===== src/hdl/loq_pkg.sv =====
// Shared widths, codes and interface types of the line octant setup and query core.
package loq_pkg;

   // Coordinate width of the endpoints, queries and results.
   localparam int CW = 16;
   // Widths derived from the coordinate width.
   localparam int TW  = CW + 2;          // minor offset of a query
   localparam int AW  = CW + 4;          // signed multiplicand and quotient
   localparam int BW  = CW + 1;          // unsigned multiplier (a line delta)
   localparam int PW  = AW + 1 + BW;     // product
   localparam int NW  = PW + 2;          // dividend
   localparam int DW  = CW + 2;          // divisor (twice a delta)
   localparam int MCW = $clog2(BW);
   localparam int DCW = $clog2(NW);

   localparam logic [1:0] KIND_MINOR = 2'd0;
   localparam logic [1:0] KIND_MAJOR = 2'd1;
   localparam logic [1:0] KIND_ERROR = 2'd2;

   localparam logic [1:0] REG_START_X = 2'd0;
   localparam logic [1:0] REG_START_Y = 2'd1;
   localparam logic [1:0] REG_END_X   = 2'd2;
   localparam logic [1:0] REG_END_Y   = 2'd3;

   typedef enum logic [2:0] {
      ST_IDLE,
      ST_FOLD,
      ST_MUL,
      ST_DIV,
      ST_OUT
   } state_type;

   typedef enum logic [2:0] {
      PH_SETUP_OFF,
      PH_MINOR_OFF,
      PH_MAJ_EST,
      PH_MAJ_CHECK,
      PH_MAJ_BACK,
      PH_ERR_OFF,
      PH_ERR_MUL
   } phase_type;

   typedef struct packed {
      logic                 start;
      logic signed [AW-1:0] a;
      logic [BW-1:0]        b;
   } mul_req_type;

   typedef struct packed {
      logic                 done;
      logic signed [PW-1:0] prod;
   } mul_rsp_type;

   typedef struct packed {
      logic                 start;
      logic                 ceil;
      logic signed [NW-1:0] numer;
      logic [DW-1:0]        denom;
   } div_req_type;

   typedef struct packed {
      logic                 done;
      logic signed [AW-1:0] quot;
   } div_rsp_type;

endpackage


===== src/hdl/loq_mul.sv =====
// Bit-serial shift-add multiplier: signed multiplicand by an unsigned delta.
module loq_mul (
   input  logic                 clock,
   input  logic                 reset,
   input  loq_pkg::mul_req_type req,
   output loq_pkg::mul_rsp_type rsp
);

   logic                          busy_ff, busy_in;
   logic                          done_ff, done_in;
   logic [loq_pkg::MCW-1:0]       cnt_ff, cnt_in;
   logic signed [loq_pkg::AW-1:0] a_ff, a_in;
   logic signed [loq_pkg::AW:0]   hi_ff, hi_in;
   logic [loq_pkg::BW-1:0]        lo_ff, lo_in;
   logic signed [loq_pkg::AW+1:0] sum;

   always_ff @(posedge clock) begin
      if (reset) begin
         busy_ff <= 1'b0;
         done_ff <= 1'b0;
         cnt_ff  <= '0;
      end else begin
         busy_ff <= busy_in;
         done_ff <= done_in;
         cnt_ff  <= cnt_in;
      end
      a_ff  <= a_in;
      hi_ff <= hi_in;
      lo_ff <= lo_in;
   end

   always_comb begin
      sum     = (loq_pkg::AW+2)'(hi_ff)
              + (lo_ff[0] ? (loq_pkg::AW+2)'(a_ff) : (loq_pkg::AW+2)'(0));
      busy_in = busy_ff;
      done_in = 1'b0;
      cnt_in  = cnt_ff;
      a_in    = a_ff;
      hi_in   = hi_ff;
      lo_in   = lo_ff;
      if (req.start) begin
         busy_in = 1'b1;
         cnt_in  = '0;
         a_in    = req.a;
         hi_in   = '0;
         lo_in   = req.b;
      end else if (busy_ff) begin
         // Add the multiplicand for this bit, then shift the pair right.
         hi_in  = sum[loq_pkg::AW+1:1];
         lo_in  = {sum[0], lo_ff[loq_pkg::BW-1:1]};
         cnt_in = cnt_ff + 1'b1;
         if (cnt_ff == loq_pkg::MCW'(loq_pkg::BW-1)) begin
            busy_in = 1'b0;
            done_in = 1'b1;
         end
      end
   end

   assign rsp.done = done_ff;
   assign rsp.prod = {hi_ff, lo_ff};

endmodule


===== src/hdl/loq_div.sv =====
// Bit-serial restoring divider with floor or ceiling rounding by a positive divisor.
module loq_div (
   input  logic                 clock,
   input  logic                 reset,
   input  loq_pkg::div_req_type req,
   output loq_pkg::div_rsp_type rsp
);

   logic                          busy_ff, busy_in;
   logic                          fin_ff, fin_in;
   logic                          done_ff, done_in;
   logic [loq_pkg::DCW-1:0]       cnt_ff, cnt_in;
   logic [loq_pkg::DW-1:0]        rem_ff, rem_in;
   logic [loq_pkg::NW-1:0]        quo_ff, quo_in;
   logic [loq_pkg::DW-1:0]        d_ff, d_in;
   logic                          sign_ff, sign_in;
   logic                          pos_ff, pos_in;
   logic                          ceil_ff, ceil_in;
   logic                          zero_ff, zero_in;
   logic [loq_pkg::AW-1:0]        raw_ff, raw_in;
   logic signed [loq_pkg::AW-1:0] res_ff, res_in;
   logic [loq_pkg::DW:0]          trial;
   logic                          fits;
   logic [loq_pkg::NW-1:0]        mag;
   logic                          up;
   logic [loq_pkg::AW-1:0]        qmag;

   always_ff @(posedge clock) begin
      if (reset) begin
         busy_ff <= 1'b0;
         fin_ff  <= 1'b0;
         done_ff <= 1'b0;
         cnt_ff  <= '0;
      end else begin
         busy_ff <= busy_in;
         fin_ff  <= fin_in;
         done_ff <= done_in;
         cnt_ff  <= cnt_in;
      end
      rem_ff  <= rem_in;
      quo_ff  <= quo_in;
      d_ff    <= d_in;
      sign_ff <= sign_in;
      pos_ff  <= pos_in;
      ceil_ff <= ceil_in;
      zero_ff <= zero_in;
      raw_ff  <= raw_in;
      res_ff  <= res_in;
   end

   always_comb begin
      trial   = {rem_ff, quo_ff[loq_pkg::NW-1]};
      fits    = trial >= {1'b0, d_ff};
      mag     = req.numer[loq_pkg::NW-1] ? loq_pkg::NW'(-req.numer)
                                         : loq_pkg::NW'(req.numer);
      // Round the magnitude up for a negative floor or a positive ceiling.
      up      = (rem_ff != '0) && ((!ceil_ff && sign_ff) || (ceil_ff && pos_ff));
      qmag    = quo_ff[loq_pkg::AW-1:0] + loq_pkg::AW'(up);
      busy_in = busy_ff;
      fin_in  = 1'b0;
      done_in = 1'b0;
      cnt_in  = cnt_ff;
      rem_in  = rem_ff;
      quo_in  = quo_ff;
      d_in    = d_ff;
      sign_in = sign_ff;
      pos_in  = pos_ff;
      ceil_in = ceil_ff;
      zero_in = zero_ff;
      raw_in  = raw_ff;
      res_in  = res_ff;
      if (req.start) begin
         busy_in = 1'b1;
         cnt_in  = '0;
         rem_in  = '0;
         quo_in  = mag;
         d_in    = req.denom;
         sign_in = req.numer[loq_pkg::NW-1];
         pos_in  = !req.numer[loq_pkg::NW-1] && (req.numer != '0);
         ceil_in = req.ceil;
         zero_in = (req.denom == '0);
         raw_in  = req.numer[loq_pkg::AW-1:0];
      end else if (busy_ff) begin
         rem_in = fits ? loq_pkg::DW'(trial - {1'b0, d_ff}) : trial[loq_pkg::DW-1:0];
         quo_in = {quo_ff[loq_pkg::NW-2:0], fits};
         cnt_in = cnt_ff + 1'b1;
         if (cnt_ff == loq_pkg::DCW'(loq_pkg::NW-1)) begin
            busy_in = 1'b0;
            fin_in  = 1'b1;
         end
      end else if (fin_ff) begin
         done_in = 1'b1;
         // A zero divisor hands back the dividend.
         if (zero_ff) begin
            res_in = raw_ff;
         end else if (sign_ff) begin
            res_in = -qmag;
         end else begin
            res_in = qmag;
         end
      end
   end

   assign rsp.done = done_ff;
   assign rsp.quot = res_ff;

endmodule


===== src/hdl/line_octant_setup_and_query_core.sv =====
// Top level of the line octant setup and query core: registers, folding and query sequencer.
//
//   Channel  Direction  Handshake             Contents
//   req      in         req_tvalid/tready     tdata: coord; tuser: kind
//   rsp      out        rsp_tvalid/tready     tdata: value, last_x, last_y; tuser: flags
//   csr      in         csr_valid/csr_ready   csr_index, csr_data (one endpoint register)
//
// A query of the minor kind takes one multiplication and one division, the error term two
// multiplications and one division, and the major kind runs on the same bit-serial multiplier
// and bit-serial divider that every step shares; the major kind may need three of each.
// While a register write refolds the line, no beat is taken.
// Reset is synchronous and leaves the folded state of an all-zero line, far pixel (-1, 0).
// A new query beat is accepted while an earlier result still waits on a stalled rsp.
module line_octant_setup_and_query_core (
   input  logic                     clock,
   input  logic                     reset,
   input  logic                     req_tvalid,
   output logic                     req_tready,
   input  logic [loq_pkg::CW-1:0]   req_tdata,   // [15:0] coord
   input  logic [1:0]               req_tuser,   // [1:0] kind
   output logic                     rsp_tvalid,
   input  logic                     rsp_tready,
   output logic [3*loq_pkg::CW-1:0] rsp_tdata,   // [15:0] value, [31:16] last_x, [47:32] last_y
   output logic [1:0]               rsp_tuser,   // [0] x_is_major, [1] slope_negative
   input  logic                     csr_valid,
   output logic                     csr_ready,
   input  logic [1:0]               csr_index,
   input  logic [loq_pkg::CW-1:0]   csr_data
);

   localparam int CW = loq_pkg::CW;
   localparam int AW = loq_pkg::AW;
   localparam int TW = loq_pkg::TW;
   localparam int NW = loq_pkg::NW;
   localparam int DW = loq_pkg::DW;
   localparam int PW = loq_pkg::PW;

   loq_pkg::state_type state_ff, state_in;
   loq_pkg::phase_type phase_ff, phase_in;

   // Endpoint registers.
   logic signed [CW-1:0] start_x_ff, start_x_in, start_y_ff, start_y_in;
   logic signed [CW-1:0] end_x_ff, end_x_in, end_y_ff, end_y_in;
   // Folded line.
   logic signed [CW-1:0] om_ff, om_in;
   logic signed [CW:0]   omn_ff, omn_in;
   logic [CW:0]          dmaj_ff, dmaj_in, dmin_ff, dmin_in;
   logic                 neg_ff, neg_in, mx_ff, mx_in;
   logic [CW-1:0]        lastx_ff, lastx_in, lasty_ff, lasty_in;
   // Query working registers.
   logic signed [AW-1:0] a_ff, a_in;
   logic                 bmaj_ff, bmaj_in;
   logic signed [TW-1:0] t_ff, t_in;
   logic [CW-1:0]        x_ff, x_in;
   logic signed [PW-1:0] p1_ff, p1_in;
   logic [CW-1:0]        val_ff, val_in;
   logic                 mul_go_ff, mul_go_in;
   logic                 div_go_ff, div_go_in;
   logic signed [NW-1:0] numer_ff, numer_in;
   logic [DW-1:0]        denom_ff, denom_in;
   logic                 ceil_ff, ceil_in;
   // Result register.
   logic                 rsp_valid_ff, rsp_valid_in;
   logic [3*CW-1:0]      rsp_data_ff, rsp_data_in;
   logic [1:0]           rsp_user_ff, rsp_user_in;

   loq_pkg::mul_req_type mul_req;
   loq_pkg::mul_rsp_type mul_rsp;
   loq_pkg::div_req_type div_req;
   loq_pkg::div_rsp_type div_rsp;

   logic                 req_fire, csr_fire;
   logic signed [CW-1:0] c_s;
   // Folding terms.
   logic signed [CW:0]   dx, dy, d1, d2, d1n, d2n;
   logic [CW:0]          adx, ady;
   logic                 steep, swap, negn;
   logic signed [CW-1:0] aq, ap, bp, bq, mr, omf;
   logic signed [CW:0]   exf;
   // Division result terms.
   logic [CW-1:0]        q16, y16, ey16;

   assign req_fire = req_tvalid && req_tready;
   assign csr_fire = csr_valid && csr_ready;
   assign c_s      = $signed(req_tdata);

   assign req_tready = (state_ff == loq_pkg::ST_IDLE);
   assign csr_ready  = (state_ff == loq_pkg::ST_IDLE) && !req_tvalid;
   assign rsp_tvalid = rsp_valid_ff;
   assign rsp_tdata  = rsp_data_ff;
   assign rsp_tuser  = rsp_user_ff;

   assign mul_req.start = mul_go_ff;
   assign mul_req.a     = a_ff;
   assign mul_req.b     = bmaj_ff ? dmaj_ff : dmin_ff;
   assign div_req.start = div_go_ff;
   assign div_req.ceil  = ceil_ff;
   assign div_req.numer = numer_ff;
   assign div_req.denom = denom_ff;

   loq_mul u_mul (
      .clock (clock),
      .reset (reset),
      .req   (mul_req),
      .rsp   (mul_rsp)
   );

   loq_div u_div (
      .clock (clock),
      .reset (reset),
      .req   (div_req),
      .rsp   (div_rsp)
   );

   always_ff @(posedge clock) begin
      if (reset) begin
         state_ff     <= loq_pkg::ST_IDLE;
         phase_ff     <= loq_pkg::PH_SETUP_OFF;
         start_x_ff   <= '0;
         start_y_ff   <= '0;
         end_x_ff     <= '0;
         end_y_ff     <= '0;
         om_ff        <= '0;
         omn_ff       <= '0;
         dmaj_ff      <= '0;
         dmin_ff      <= '0;
         neg_ff       <= 1'b0;
         mx_ff        <= 1'b1;
         lastx_ff     <= '1;
         lasty_ff     <= '0;
         mul_go_ff    <= 1'b0;
         div_go_ff    <= 1'b0;
         rsp_valid_ff <= 1'b0;
      end else begin
         state_ff     <= state_in;
         phase_ff     <= phase_in;
         start_x_ff   <= start_x_in;
         start_y_ff   <= start_y_in;
         end_x_ff     <= end_x_in;
         end_y_ff     <= end_y_in;
         om_ff        <= om_in;
         omn_ff       <= omn_in;
         dmaj_ff      <= dmaj_in;
         dmin_ff      <= dmin_in;
         neg_ff       <= neg_in;
         mx_ff        <= mx_in;
         lastx_ff     <= lastx_in;
         lasty_ff     <= lasty_in;
         mul_go_ff    <= mul_go_in;
         div_go_ff    <= div_go_in;
         rsp_valid_ff <= rsp_valid_in;
      end
      a_ff        <= a_in;
      bmaj_ff     <= bmaj_in;
      t_ff        <= t_in;
      x_ff        <= x_in;
      p1_ff       <= p1_in;
      val_ff      <= val_in;
      numer_ff    <= numer_in;
      denom_ff    <= denom_in;
      ceil_ff     <= ceil_in;
      rsp_data_ff <= rsp_data_in;
      rsp_user_ff <= rsp_user_in;
   end

   // Folding of the line into the first octant, from the endpoint registers.
   always_comb begin
      dx    = CW'(0) + ((CW+1)'(end_x_ff) - (CW+1)'(start_x_ff));
      dy    = (CW+1)'(end_y_ff) - (CW+1)'(start_y_ff);
      adx   = dx[CW] ? (CW+1)'(-dx) : (CW+1)'(dx);
      ady   = dy[CW] ? (CW+1)'(-dy) : (CW+1)'(dy);
      steep = ady > adx;
      ap    = steep ? start_y_ff : start_x_ff;
      aq    = steep ? end_y_ff : end_x_ff;
      bp    = steep ? start_x_ff : start_y_ff;
      bq    = steep ? end_x_ff : end_y_ff;
      d1    = steep ? dy : dx;
      d2    = steep ? dx : dy;
      swap  = d1[CW];
      omf   = swap ? aq : ap;
      mr    = swap ? bq : bp;
      d1n   = swap ? -d1 : d1;
      d2n   = swap ? -d2 : d2;
      negn  = d2n[CW];
      // The far end sits one step short of the second endpoint along the major axis.
      exf   = swap ? (CW+1)'(aq) + (CW+1)'(1) : (CW+1)'(aq) - (CW+1)'(1);
   end

   // Sequencer: next state and the working registers.
   always_comb begin
      q16  = div_rsp.quot[CW-1:0];
      y16  = q16 + omn_ff[CW-1:0];
      ey16 = neg_ff ? -y16 : y16;

      state_in   = state_ff;
      phase_in   = phase_ff;
      start_x_in = start_x_ff;
      start_y_in = start_y_ff;
      end_x_in   = end_x_ff;
      end_y_in   = end_y_ff;
      om_in      = om_ff;
      omn_in     = omn_ff;
      dmaj_in    = dmaj_ff;
      dmin_in    = dmin_ff;
      neg_in     = neg_ff;
      mx_in      = mx_ff;
      lastx_in   = lastx_ff;
      lasty_in   = lasty_ff;
      a_in       = a_ff;
      bmaj_in    = bmaj_ff;
      t_in       = t_ff;
      x_in       = x_ff;
      p1_in      = p1_ff;
      val_in     = val_ff;
      mul_go_in  = 1'b0;
      div_go_in  = 1'b0;
      numer_in   = numer_ff;
      denom_in   = denom_ff;
      ceil_in    = ceil_ff;
      rsp_data_in = rsp_data_ff;
      rsp_user_in = rsp_user_ff;
      rsp_valid_in = rsp_valid_ff && !rsp_tready;

      unique case (state_ff)
         loq_pkg::ST_IDLE: begin
            if (csr_fire) begin
               unique case (csr_index)
                  loq_pkg::REG_START_X: start_x_in = $signed(csr_data);
                  loq_pkg::REG_START_Y: start_y_in = $signed(csr_data);
                  loq_pkg::REG_END_X:   end_x_in   = $signed(csr_data);
                  loq_pkg::REG_END_Y:   end_y_in   = $signed(csr_data);
                  default:              end_y_in   = end_y_ff;
               endcase
               state_in = loq_pkg::ST_FOLD;
            end else if (req_fire) begin
               unique case (req_tuser)
                  loq_pkg::KIND_MINOR, loq_pkg::KIND_ERROR: begin
                     a_in      = AW'(c_s) - AW'(om_ff);
                     bmaj_in   = 1'b0;
                     phase_in  = (req_tuser == loq_pkg::KIND_MINOR) ? loq_pkg::PH_MINOR_OFF
                                                                   : loq_pkg::PH_ERR_OFF;
                     mul_go_in = 1'b1;
                     state_in  = loq_pkg::ST_MUL;
                  end
                  loq_pkg::KIND_MAJOR: begin
                     t_in      = (neg_ff ? -TW'(c_s) : TW'(c_s)) - TW'(omn_ff);
                     a_in      = AW'(t_in);
                     bmaj_in   = 1'b1;
                     phase_in  = loq_pkg::PH_MAJ_EST;
                     mul_go_in = 1'b1;
                     state_in  = loq_pkg::ST_MUL;
                  end
                  default: begin
                     // The unused kind answers zero.
                     val_in   = '0;
                     state_in = loq_pkg::ST_OUT;
                  end
               endcase
            end
         end

         loq_pkg::ST_FOLD: begin
            mx_in     = !steep;
            om_in     = omf;
            dmaj_in   = (CW+1)'(d1n);
            neg_in    = negn;
            dmin_in   = negn ? (CW+1)'(-d2n) : (CW+1)'(d2n);
            omn_in    = negn ? -(CW+1)'(mr) : (CW+1)'(mr);
            x_in      = exf[CW-1:0];
            a_in      = AW'(exf) - AW'(omf);
            bmaj_in   = 1'b0;
            phase_in  = loq_pkg::PH_SETUP_OFF;
            mul_go_in = 1'b1;
            state_in  = loq_pkg::ST_MUL;
         end

         loq_pkg::ST_MUL: begin
            if (mul_rsp.done) begin
               if (phase_ff == loq_pkg::PH_ERR_MUL) begin
                  // (2(x - origin) + 2) * minor delta - (2 * minor + 1) * major delta
                  val_in   = {p1_ff[CW-2:0], 1'b0} + {dmin_ff[CW-2:0], 1'b0}
                           - {mul_rsp.prod[CW-2:0], 1'b0} - dmaj_ff[CW-1:0];
                  state_in = loq_pkg::ST_OUT;
               end else begin
                  p1_in = mul_rsp.prod;
                  if (phase_ff == loq_pkg::PH_MAJ_EST) begin
                     numer_in = (NW'(mul_rsp.prod) <<< 1) - NW'(dmin_ff);
                     denom_in = {dmin_ff, 1'b0};
                     ceil_in  = 1'b1;
                  end else if (phase_ff == loq_pkg::PH_MAJ_BACK) begin
                     numer_in = (NW'(mul_rsp.prod) <<< 1) - NW'(dmaj_ff);
                     denom_in = {dmin_ff, 1'b0};
                     ceil_in  = 1'b1;
                  end else begin
                     numer_in = (NW'(mul_rsp.prod) <<< 1) + NW'(dmaj_ff);
                     denom_in = {dmaj_ff, 1'b0};
                     ceil_in  = 1'b0;
                  end
                  div_go_in = 1'b1;
                  state_in  = loq_pkg::ST_DIV;
               end
            end
         end

         loq_pkg::ST_DIV: begin
            if (div_rsp.done) begin
               unique case (phase_ff)
                  loq_pkg::PH_SETUP_OFF: begin
                     lastx_in = mx_ff ? x_ff : ey16;
                     lasty_in = mx_ff ? ey16 : x_ff;
                     state_in = loq_pkg::ST_IDLE;
                  end
                  loq_pkg::PH_MINOR_OFF: begin
                     val_in   = ey16;
                     state_in = loq_pkg::ST_OUT;
                  end
                  loq_pkg::PH_MAJ_EST: begin
                     x_in = q16 + om_ff;
                     if (dmin_ff == '0) begin
                        val_in   = q16 + om_ff;
                        state_in = loq_pkg::ST_OUT;
                     end else begin
                        // Check the minor value of the position one step back.
                        a_in      = AW'($signed(q16)) - AW'(1);
                        bmaj_in   = 1'b0;
                        phase_in  = loq_pkg::PH_MAJ_CHECK;
                        mul_go_in = 1'b1;
                        state_in  = loq_pkg::ST_MUL;
                     end
                  end
                  loq_pkg::PH_MAJ_CHECK: begin
                     if (TW'($signed(q16)) == t_ff) begin
                        a_in      = div_rsp.quot;
                        bmaj_in   = 1'b1;
                        phase_in  = loq_pkg::PH_MAJ_BACK;
                        mul_go_in = 1'b1;
                        state_in  = loq_pkg::ST_MUL;
                     end else begin
                        val_in   = x_ff;
                        state_in = loq_pkg::ST_OUT;
                     end
                  end
                  loq_pkg::PH_MAJ_BACK: begin
                     val_in   = q16 + om_ff;
                     state_in = loq_pkg::ST_OUT;
                  end
                  loq_pkg::PH_ERR_OFF: begin
                     a_in      = AW'($signed(q16));
                     bmaj_in   = 1'b1;
                     phase_in  = loq_pkg::PH_ERR_MUL;
                     mul_go_in = 1'b1;
                     state_in  = loq_pkg::ST_MUL;
                  end
                  loq_pkg::PH_ERR_MUL: begin
                     state_in = loq_pkg::ST_OUT;
                  end
               endcase
            end
         end

         loq_pkg::ST_OUT: begin
            // Load the result register once the previous beat has gone.
            if (!rsp_valid_ff || rsp_tready) begin
               rsp_valid_in = 1'b1;
               rsp_data_in  = {lasty_ff, lastx_ff, val_ff};
               rsp_user_in  = {neg_ff, mx_ff};
               state_in     = loq_pkg::ST_IDLE;
            end
         end

         default: state_in = loq_pkg::ST_IDLE;
      endcase
   end

   // A query is never taken in the same cycle as a register write.
   assert property (@(posedge clock) disable iff (reset) !(req_fire && csr_fire))
      else $error("query and register write accepted together");

   // The multiplier finishes only while the sequencer waits for it.
   assert property (@(posedge clock) disable iff (reset)
                    mul_rsp.done |-> (state_ff == loq_pkg::ST_MUL))
      else $error("multiplier result with no waiting step");

   // The divider finishes only while the sequencer waits for it.
   assert property (@(posedge clock) disable iff (reset)
                    div_rsp.done |-> (state_ff == loq_pkg::ST_DIV))
      else $error("divider result with no waiting step");

   // The folded minor delta never exceeds the major delta.
   assert property (@(posedge clock) disable iff (reset) dmin_ff <= dmaj_ff)
      else $error("folded line outside the first octant");

endmodule


===== config.mk =====
export PLATFORM = sky130hd
export DESIGN_NAME = line_octant_setup_and_query_core
export DESIGN_NICKNAME = d
export VERILOG_FILES = /design/src/hdl/loq_pkg.sv /design/src/hdl/loq_mul.sv /design/src/hdl/loq_div.sv /design/src/hdl/line_octant_setup_and_query_core.sv
export SDC_FILE = /design/constraint.sdc
export NUM_CORES = 2
export LEC_CHECK = 0
export ABC_AREA = 1
export BUFFER_PORTS_ARGS = -buffer_cell sky130_fd_sc_hd__buf_4
export CAP_MARGIN = 25
export CORE_ASPECT_RATIO = 1.2
export CORE_UTILIZATION = 65
export CTS_BUF_LIST = sky130_fd_sc_hd__clkbuf_8
export DETAILED_ROUTE_END_ITERATION = 10
export PLACE_DENSITY = 0.85
export SLEW_MARGIN = 20
export SYNTH_ARGS = -nofsm -noshare
export SYNTH_HDL_FRONTEND = slang
export SYNTH_SLANG_ARGS = --single-unit
export TNS_END_PERCENT = 5

===== constraint.sdc =====
create_clock -name clock -period 22.6 [get_ports clock]
set_clock_uncertainty 0.15 [all_clocks]
set_input_delay 2.26 -clock clock [delete_from_list [all_inputs] [get_ports clock]]
set_output_delay 2.26 -clock clock [all_outputs]
set_load 0.005 [all_outputs]

==> Yosys cells after proc, flatten, opt, wreduce, memory -nomap -nowiden <==
Cells that the tools add are included.
{ "totals": {"ff_bits": 563, "input_bits": 41, "output_inout_bits": 53} }
{ "op_classes": {"n_addsub": 31, "order_cmp": 2, "eq_ne": 34, "n_mux": 103, "bitwise_logic": 7, "n_reduce_logical": 51} }
{ "ops": {"columns": ["operator", "count"], "rows": [
  ["two-way mux 16 bit", 19],
  ["two-way mux 17 bit", 12],
  ["two-way mux 40 bit", 5],
  ["two-way mux 20 bit", 7],
  ["one-hot mux 20 bit (3 select lines)", 2],
  ["negator 17 bit", 5],
  ["subtractor 39 x 18 -> 40 bit", 2],
  ["two-way mux 18 bit", 4],
  ["one-hot mux 16 bit (4 select lines)", 1],
  ["subtractor 16 x 16 -> 17 bit", 3],
  ["adder 16 bit", 3],
  ["one-hot mux 16 bit (3 select lines)", 1],
  ["two-way mux 3 bit", 15],
  ["adder 39 x 18 -> 40 bit", 1],
  ["negator 40 bit", 1],
  ["one-hot mux 20 bit (2 select lines)", 1],
  ["nonzero test 40 bit", 1],
  ["subtractor 16 x 2 -> 17 bit (second input constant)", 2],
  ["one-hot mux 16 bit (2 select lines)", 1],
  ["subtractor 16 bit", 2],
  ["one-hot mux 3 bit (5 select lines)", 2],
  ["two-way mux 1 bit", 24],
  ["AND reduction 3 bit", 8],
  ["adder 21 x 22 -> 22 bit", 1],
  ["other kinds (49)", 105]
]} }

==> Logic depth before layout (Yosys ltp) <==
{ "depth": {"word_depth": 9, "mapped_depth": 56, "ltp_nobuf": 53} }

==> Cells and area by module <==
Synthesis repeated with hierarchy kept, for this count alone.
{ "unflattened": {"hier_cells": 6060, "area_unflattened_um2": 43219.0} }
{ "modules_own_cells": {"columns": ["mod", "n_inst", "cells_per_inst", "area_per_inst_um2", "seq_area_each_um2"], "rows": [
  ["line_octant_setup_and_query_core", 1, 4411, 30969.7, 9308.9],
  ["loq_div", 1, 1100, 8306.7, 3603.5],
  ["loq_mul", 1, 549, 3942.5, 1671.6]
]} }

==> Worst setup path before layout <==
OpenSTA, ideal clock, no wires.
{ "synth_timing": {"kind": "register -> register", "start": "register end_y_ff[0]", "end": "register a_ff[14], data pin", "setup_time_ns": 0.262, "t_arrival_ns": 7.440, "path_slack_ns": 14.747, "stages_incl_launch_ff": 54, "period_less_slack_ns": 7.853, "path_cell_list": "dfxtp_1 inv_1 ha_1 fa_1 nand3b_1 nand2_2 xnor2_1 inv_1 nor3_1 nand3_1 nor3b_1 inv_1 nor3_1 inv_1 nor3_1 a31oi_1 xor2_1 ha_1 (+18 left out) nand3_1 and3_1 inv_1 nand2_1 inv_1 nor2_1 inv_1 a21oi_1 nor2_1 a21boi_0 nor2_1 o21ai_0 nand2_1 a21o_1 nand2_1 nand3_1 nand3_1 nand3_1"} }
{ "synth_via": {"elab_chain_cells": 9, "elab_cells_between_ends": 13} }
{ "synth_lines": {"columns": ["item", "line_no", "text"], "rows": [
  ["start, declared", "line_octant_setup_and_query_core.sv:43", "logic signed [CW-1:0] end_x_ff, end_x_in, end_y_ff, end_y_in;"],
  ["start signal, assigned", "line_octant_setup_and_query_core.sv:140", "end_y_ff <= end_y_in;"],
  ["subtractor 16 x 16 -> 17 bit", "line_octant_setup_and_query_core.sv:169", "dy = (CW+1)'(end_y_ff) - (CW+1)'(start_y_ff);"],
  ["negator 17 bit", "line_octant_setup_and_query_core.sv:171", "ady = dy[CW] ? (CW+1)'(-dy) : (CW+1)'(dy);"],
  ["two-way mux 17 bit", "line_octant_setup_and_query_core.sv:171", null],
  ["> comparator 17 bit", "line_octant_setup_and_query_core.sv:172", "steep = ady > adx;"],
  ["two-way mux 16 bit", "line_octant_setup_and_query_core.sv:174", "aq = steep ? end_y_ff : end_x_ff;"],
  ["subtractor 16 x 2 -> 17 bit / adder 16 x 2 -> 17 bit (equally long branches)", "line_octant_setup_and_query_core.sv:186", "exf = swap ? (CW+1)'(aq) + (CW+1)'(1) : (CW+1)'(aq) - (CW+1)'(1);"],
  ["two-way mux 17 bit", "line_octant_setup_and_query_core.sv:186", null],
  ["subtractor 17 x 16 -> 18 bit *", "line_octant_setup_and_query_core.sv:270", "a_in = AW'(exf) - AW'(omf);"],
  ["one-hot mux 20 bit (3 select lines) *", "line_octant_setup_and_query_core.sv:224", "unique case (state_ff)"],
  ["named net a_in[14]", "line_octant_setup_and_query_core.sv:51", "logic signed [AW-1:0] a_ff, a_in;"],
  ["end signal, assigned", "line_octant_setup_and_query_core.sv:153", "a_ff <= a_in;"],
  ["end, declared", "line_octant_setup_and_query_core.sv:51", null]
]} }
The timed path passes the listed nets; every way through them passes the cells marked *.
A chain may end at the register's enable or synchronous reset.

==> Final worst setup path <==
{ "layout_timing": {"start": "register end_y_ff[0]", "end": "register a_ff[16], data pin"} }
Same word-level chain as after synthesis.

==> results.py <==
metrics = {
    "route": {
        "num_vias": 38800,
        "first_iter_violations": 4369,
        "ant_nets": 0,
        "route.detailed.drc": 0,
        "wirelength_um": 133000,
        "wl_per_cell_um": 20.7,
        "post_drt_via_cell_ratio": 6.03,
        "drt_pass1_iterations": 6,
    },
    "synthesis": {
        "synth_area_leaders": "edfxtp_1 (24%), dfxtp_1 (11%), nand2_1 (11%)",
        "synth_area_sq_mm": 0.0409,
        "synth_fp_nets": 5852,
        "synth-edff-count": 332,
        "yosysSeqAreaShare": 0.356,
        "ys_seq_elements": 561,
        "yosys_warnings": 0,
        "synth_largest_area_cell": "edfxtp_1",
        "synth.distinct_cells": 71,
        "syn_avg_cell_area_sq_um": 7.44,
        "ys.flop_type": "edfxtp_1",
        "async_flop_share": 0,
        "synth_top_area_frac": 0.244,
        "syn_inst": 5497,
    },
    "worst_setup_path": {
        "r2r_start": "end_y_ff[0]$_SDFFE_PP0P_",
        "crit_type": "reg2reg",
        "critPathLaunchType": "flop",
        "worst-path-max-fanout": 87,
        "worstPathArrival_ns": 9.48,
        "cp-endpoint": "a_ff[16]$_DFFE_PP_",
        "critical_path_depth": 50,
        "path_delay_family": "simple AND/OR/NAND/NOR gates",
        "reg2regPathDepth": 50,
        "cp_slowest_stage_delay_ns": 0.62,
        "critPathRequiredTime_ns": 22.91,
        "cp_num_buf_inv": 10,
        "timing.rr.end": "a_ff[16]$_DFFE_PP_",
        "slowest_stage": "buf_4",
        "ff2ff_setup_slack_ns": 13.43,
        "cp_common_cell": "inv_1",
        "end_kind": "flop",
        "critPathLaunch": "end_y_ff[0]$_SDFFE_PP0P_",
    },
    "timing": {
        "fmax_mhz": 109,
        "hold_ws_ns": 0.269,
        "rsz0062_at_grt": "false",
        "period_share": 0.406,
        "setup_viol_count_final": 0,
        "fin_ws_ns": 13.43,
        "tightest_slew_ns": 1.13,
        "hold_violations": 0,
        "setup_tns_ns": 0,
        "period_needed_ns": 9.17,
        "finalMaxSlewViolations": 0,
        "slew_headroom": 0.241,
    },
    "final_layout": {
        "syn2layout_area_growth_pct": 7.73,
        "seqCellArea_sq_mm": 0.0146,
        "multiInputGateArea_sq_mm": 0.0227,
        "layout-drive-gt1-share": 0.0631,
        "nFillCells": 5148,
        "finalNonFillerCells": 6430,
        "layout.nets": 5891,
    },
    "global_route": {
        "grtUsageTotal": 0.411,
        "gr-total-overflow": 0,
        "grt_pass1_wl_um": 203000,
        "grt_antenna_before_repair": 2,
        "grt_max_degree": 94,
        "grt_pass1_vias": 36600,
    },
    "placed_design": {
        "pre_cts_slack_ns": 13.62,
        "place.gp.congestion": 1.07,
        "dp_cells": 6260,
        "hpwl_um": 103000,
        "io_buffers": 93,
    },
    "floorplanning": {
        "ios": 94,
        "coreArea_sq_mm": 0.0621,
        "die_h_um": 277,
        "start_util": 0.659,
        "fp-row-count": 100,
        "die-area_sq_mm": 0.0639,
        "die_w_um": 231,
    },
    "clock_network": {
        "clock-root-buffer": "clkbuf_8",
        "cts.hold.buffers_added": 0,
        "numCtsBuffers": 89,
        "clkTransAtPathRegs_ns": 0.07,
        "cts.sinks": 561,
        "postCtsSetupBuffers": 0,
        "max-clock-path-buffers": 3,
        "htree_levels": 3,
        "clk_latency_ns": 0.76,
        "cts_resized": 0,
        "cts_tree": "done",
    },
    "outcome": {
        "status": "completed",
    },
    "run": {
        "timing.max_cap.violations": 0,
    },
    "hold_path": {
        "min_path_cells": 0,
        "min-delay-path-class": "reg2reg",
        "holdCritStartpoint": "val_ff[14]$_DFFE_PP_",
    },
}
metrics by stage:
stage | instance area (sq um) | utilization
2_1_floorplan | 40900 | -
5_1_grt | 44100 | 0.710
6_report | 44100 | 0.710
4_1_cts | 44000 | 0.710
3_3_place_gp | 42100 | 0.679
3_5_place_dp | 42100 | 0.679
cells by family (layout without fill, tap and decap cells):
kind of cell | count (synthesis) | count (layout) | share of synthesized area
AO/OA/AOI/OAI | 1292 | 1292 | 0.173
XOR/XNOR | 291 | 291 | 0.0629
flip-flops | 561 | 561 | 0.356
adder cells (fa/ha/maj) | 314 | 314 | 0.104
AND/OR/NAND/NOR | 2086 | 2086 | 0.214
buffers and inverters | 952 | 1068 | 0.0907
multiplexers | 1 | 1 | 0.000245
other | 0 | 1 | 0
cells in the final DEF, fill, tap and decap left out, drive strengths merged, types with 7 or more instances in the layout:
master,Yosys,final
a21boi,7,7
a21o,9,9
a21oi,489,489
a31oi,27,27
buf,41,127
clkbuf,138,96
clkinv,4,39
dfxtp,229,229
edfxtp,332,332
fa,41,41
ha,273,273
inv,769,795
nand2,1194,1194
nand3,253,253
nand3b,18,18
nand4,60,60
nor2,410,410
nor3,89,89
nor4,22,22
o211ai,73,73
o21a,12,12
o21ai,581,581
o21bai,19,19
o221ai,9,9
o22ai,24,24
o31ai,10,10
or2,20,20
xnor2,82,82
xor2,209,209
cell usage after synthesis (9+ instances only):
cell type	count
a21o_1	9
a21oi_1	485
a31oi_1	27
buf_1	11
buf_2	11
buf_6	12
clkbuf_1	138
dfxtp_1	229
edfxtp_1	332
fa_1	41
ha_1	273
inv_1	760
nand2_1	1177
nand2_2	14
nand3_1	250
nand3b_1	18
nand4_1	60
nor2_1	401
nor2_2	9
nor3_1	86
nor4_1	22
o211ai_1	73
o21a_1	12
o21ai_0	533
o21ai_1	41
o21bai_1	19
o221ai_1	9
o22ai_1	24
o31ai_1	10
or2_2	19
xnor2_1	81
xor2_1	207
registers in the layout, indices dropped and copies added, names as in the netlist, 18 cells and up:
signal        count
a_ff             20
u_div.res_ff     20
u_mul.hi_ff      21
u_div.raw_ff     20
rsp_tdata        48
u_mul.a_ff       20
u_div.quo_ff     40
t_ff             18
numer_ff         40
u_div.rem_ff     18
worst min path at each step:
stage                                    to  slack, ns
floorplan            rsp_tdata[0]$_DFFE_PP_       0.25
global placement     rsp_tdata[0]$_DFFE_PP_       0.25
detailed placement  u_mul.a_ff[2]$_DFFE_PP_       0.25
CTS                 rsp_tdata[14]$_DFFE_PP_       0.27
global route        rsp_tdata[14]$_DFFE_PP_       0.27
finish              rsp_tdata[14]$_DFFE_PP_       0.27
layout make-up:
class | instances | area share
multi-input combinational | 3984 | 0.515
sequential | 561 | 0.330
inverter | 773 | 0.0660
clock buffer | 96 | 0.0300
tap | 816 | 0.0232
timing repair buffer | 127 | 0.0218
clock inverter | 72 | 0.0131
antenna | 1 | 0.0000568
layer usage:
layer | GRT usage | vias up | part of all wire
li1 | - | 18400 | -
met1 | 0.494 | 17900 | 0.37
met2 | 0.669 | 1975 | 0.46
met3 | 0.0776 | 458 | 0.093
met4 | 0.274 | 2 | 0.072
met5 | 0 | - | 0.000098
Power is not shown: default switching activity piles up to over one toggle a cycle in this logic, so the estimate is an artifact.
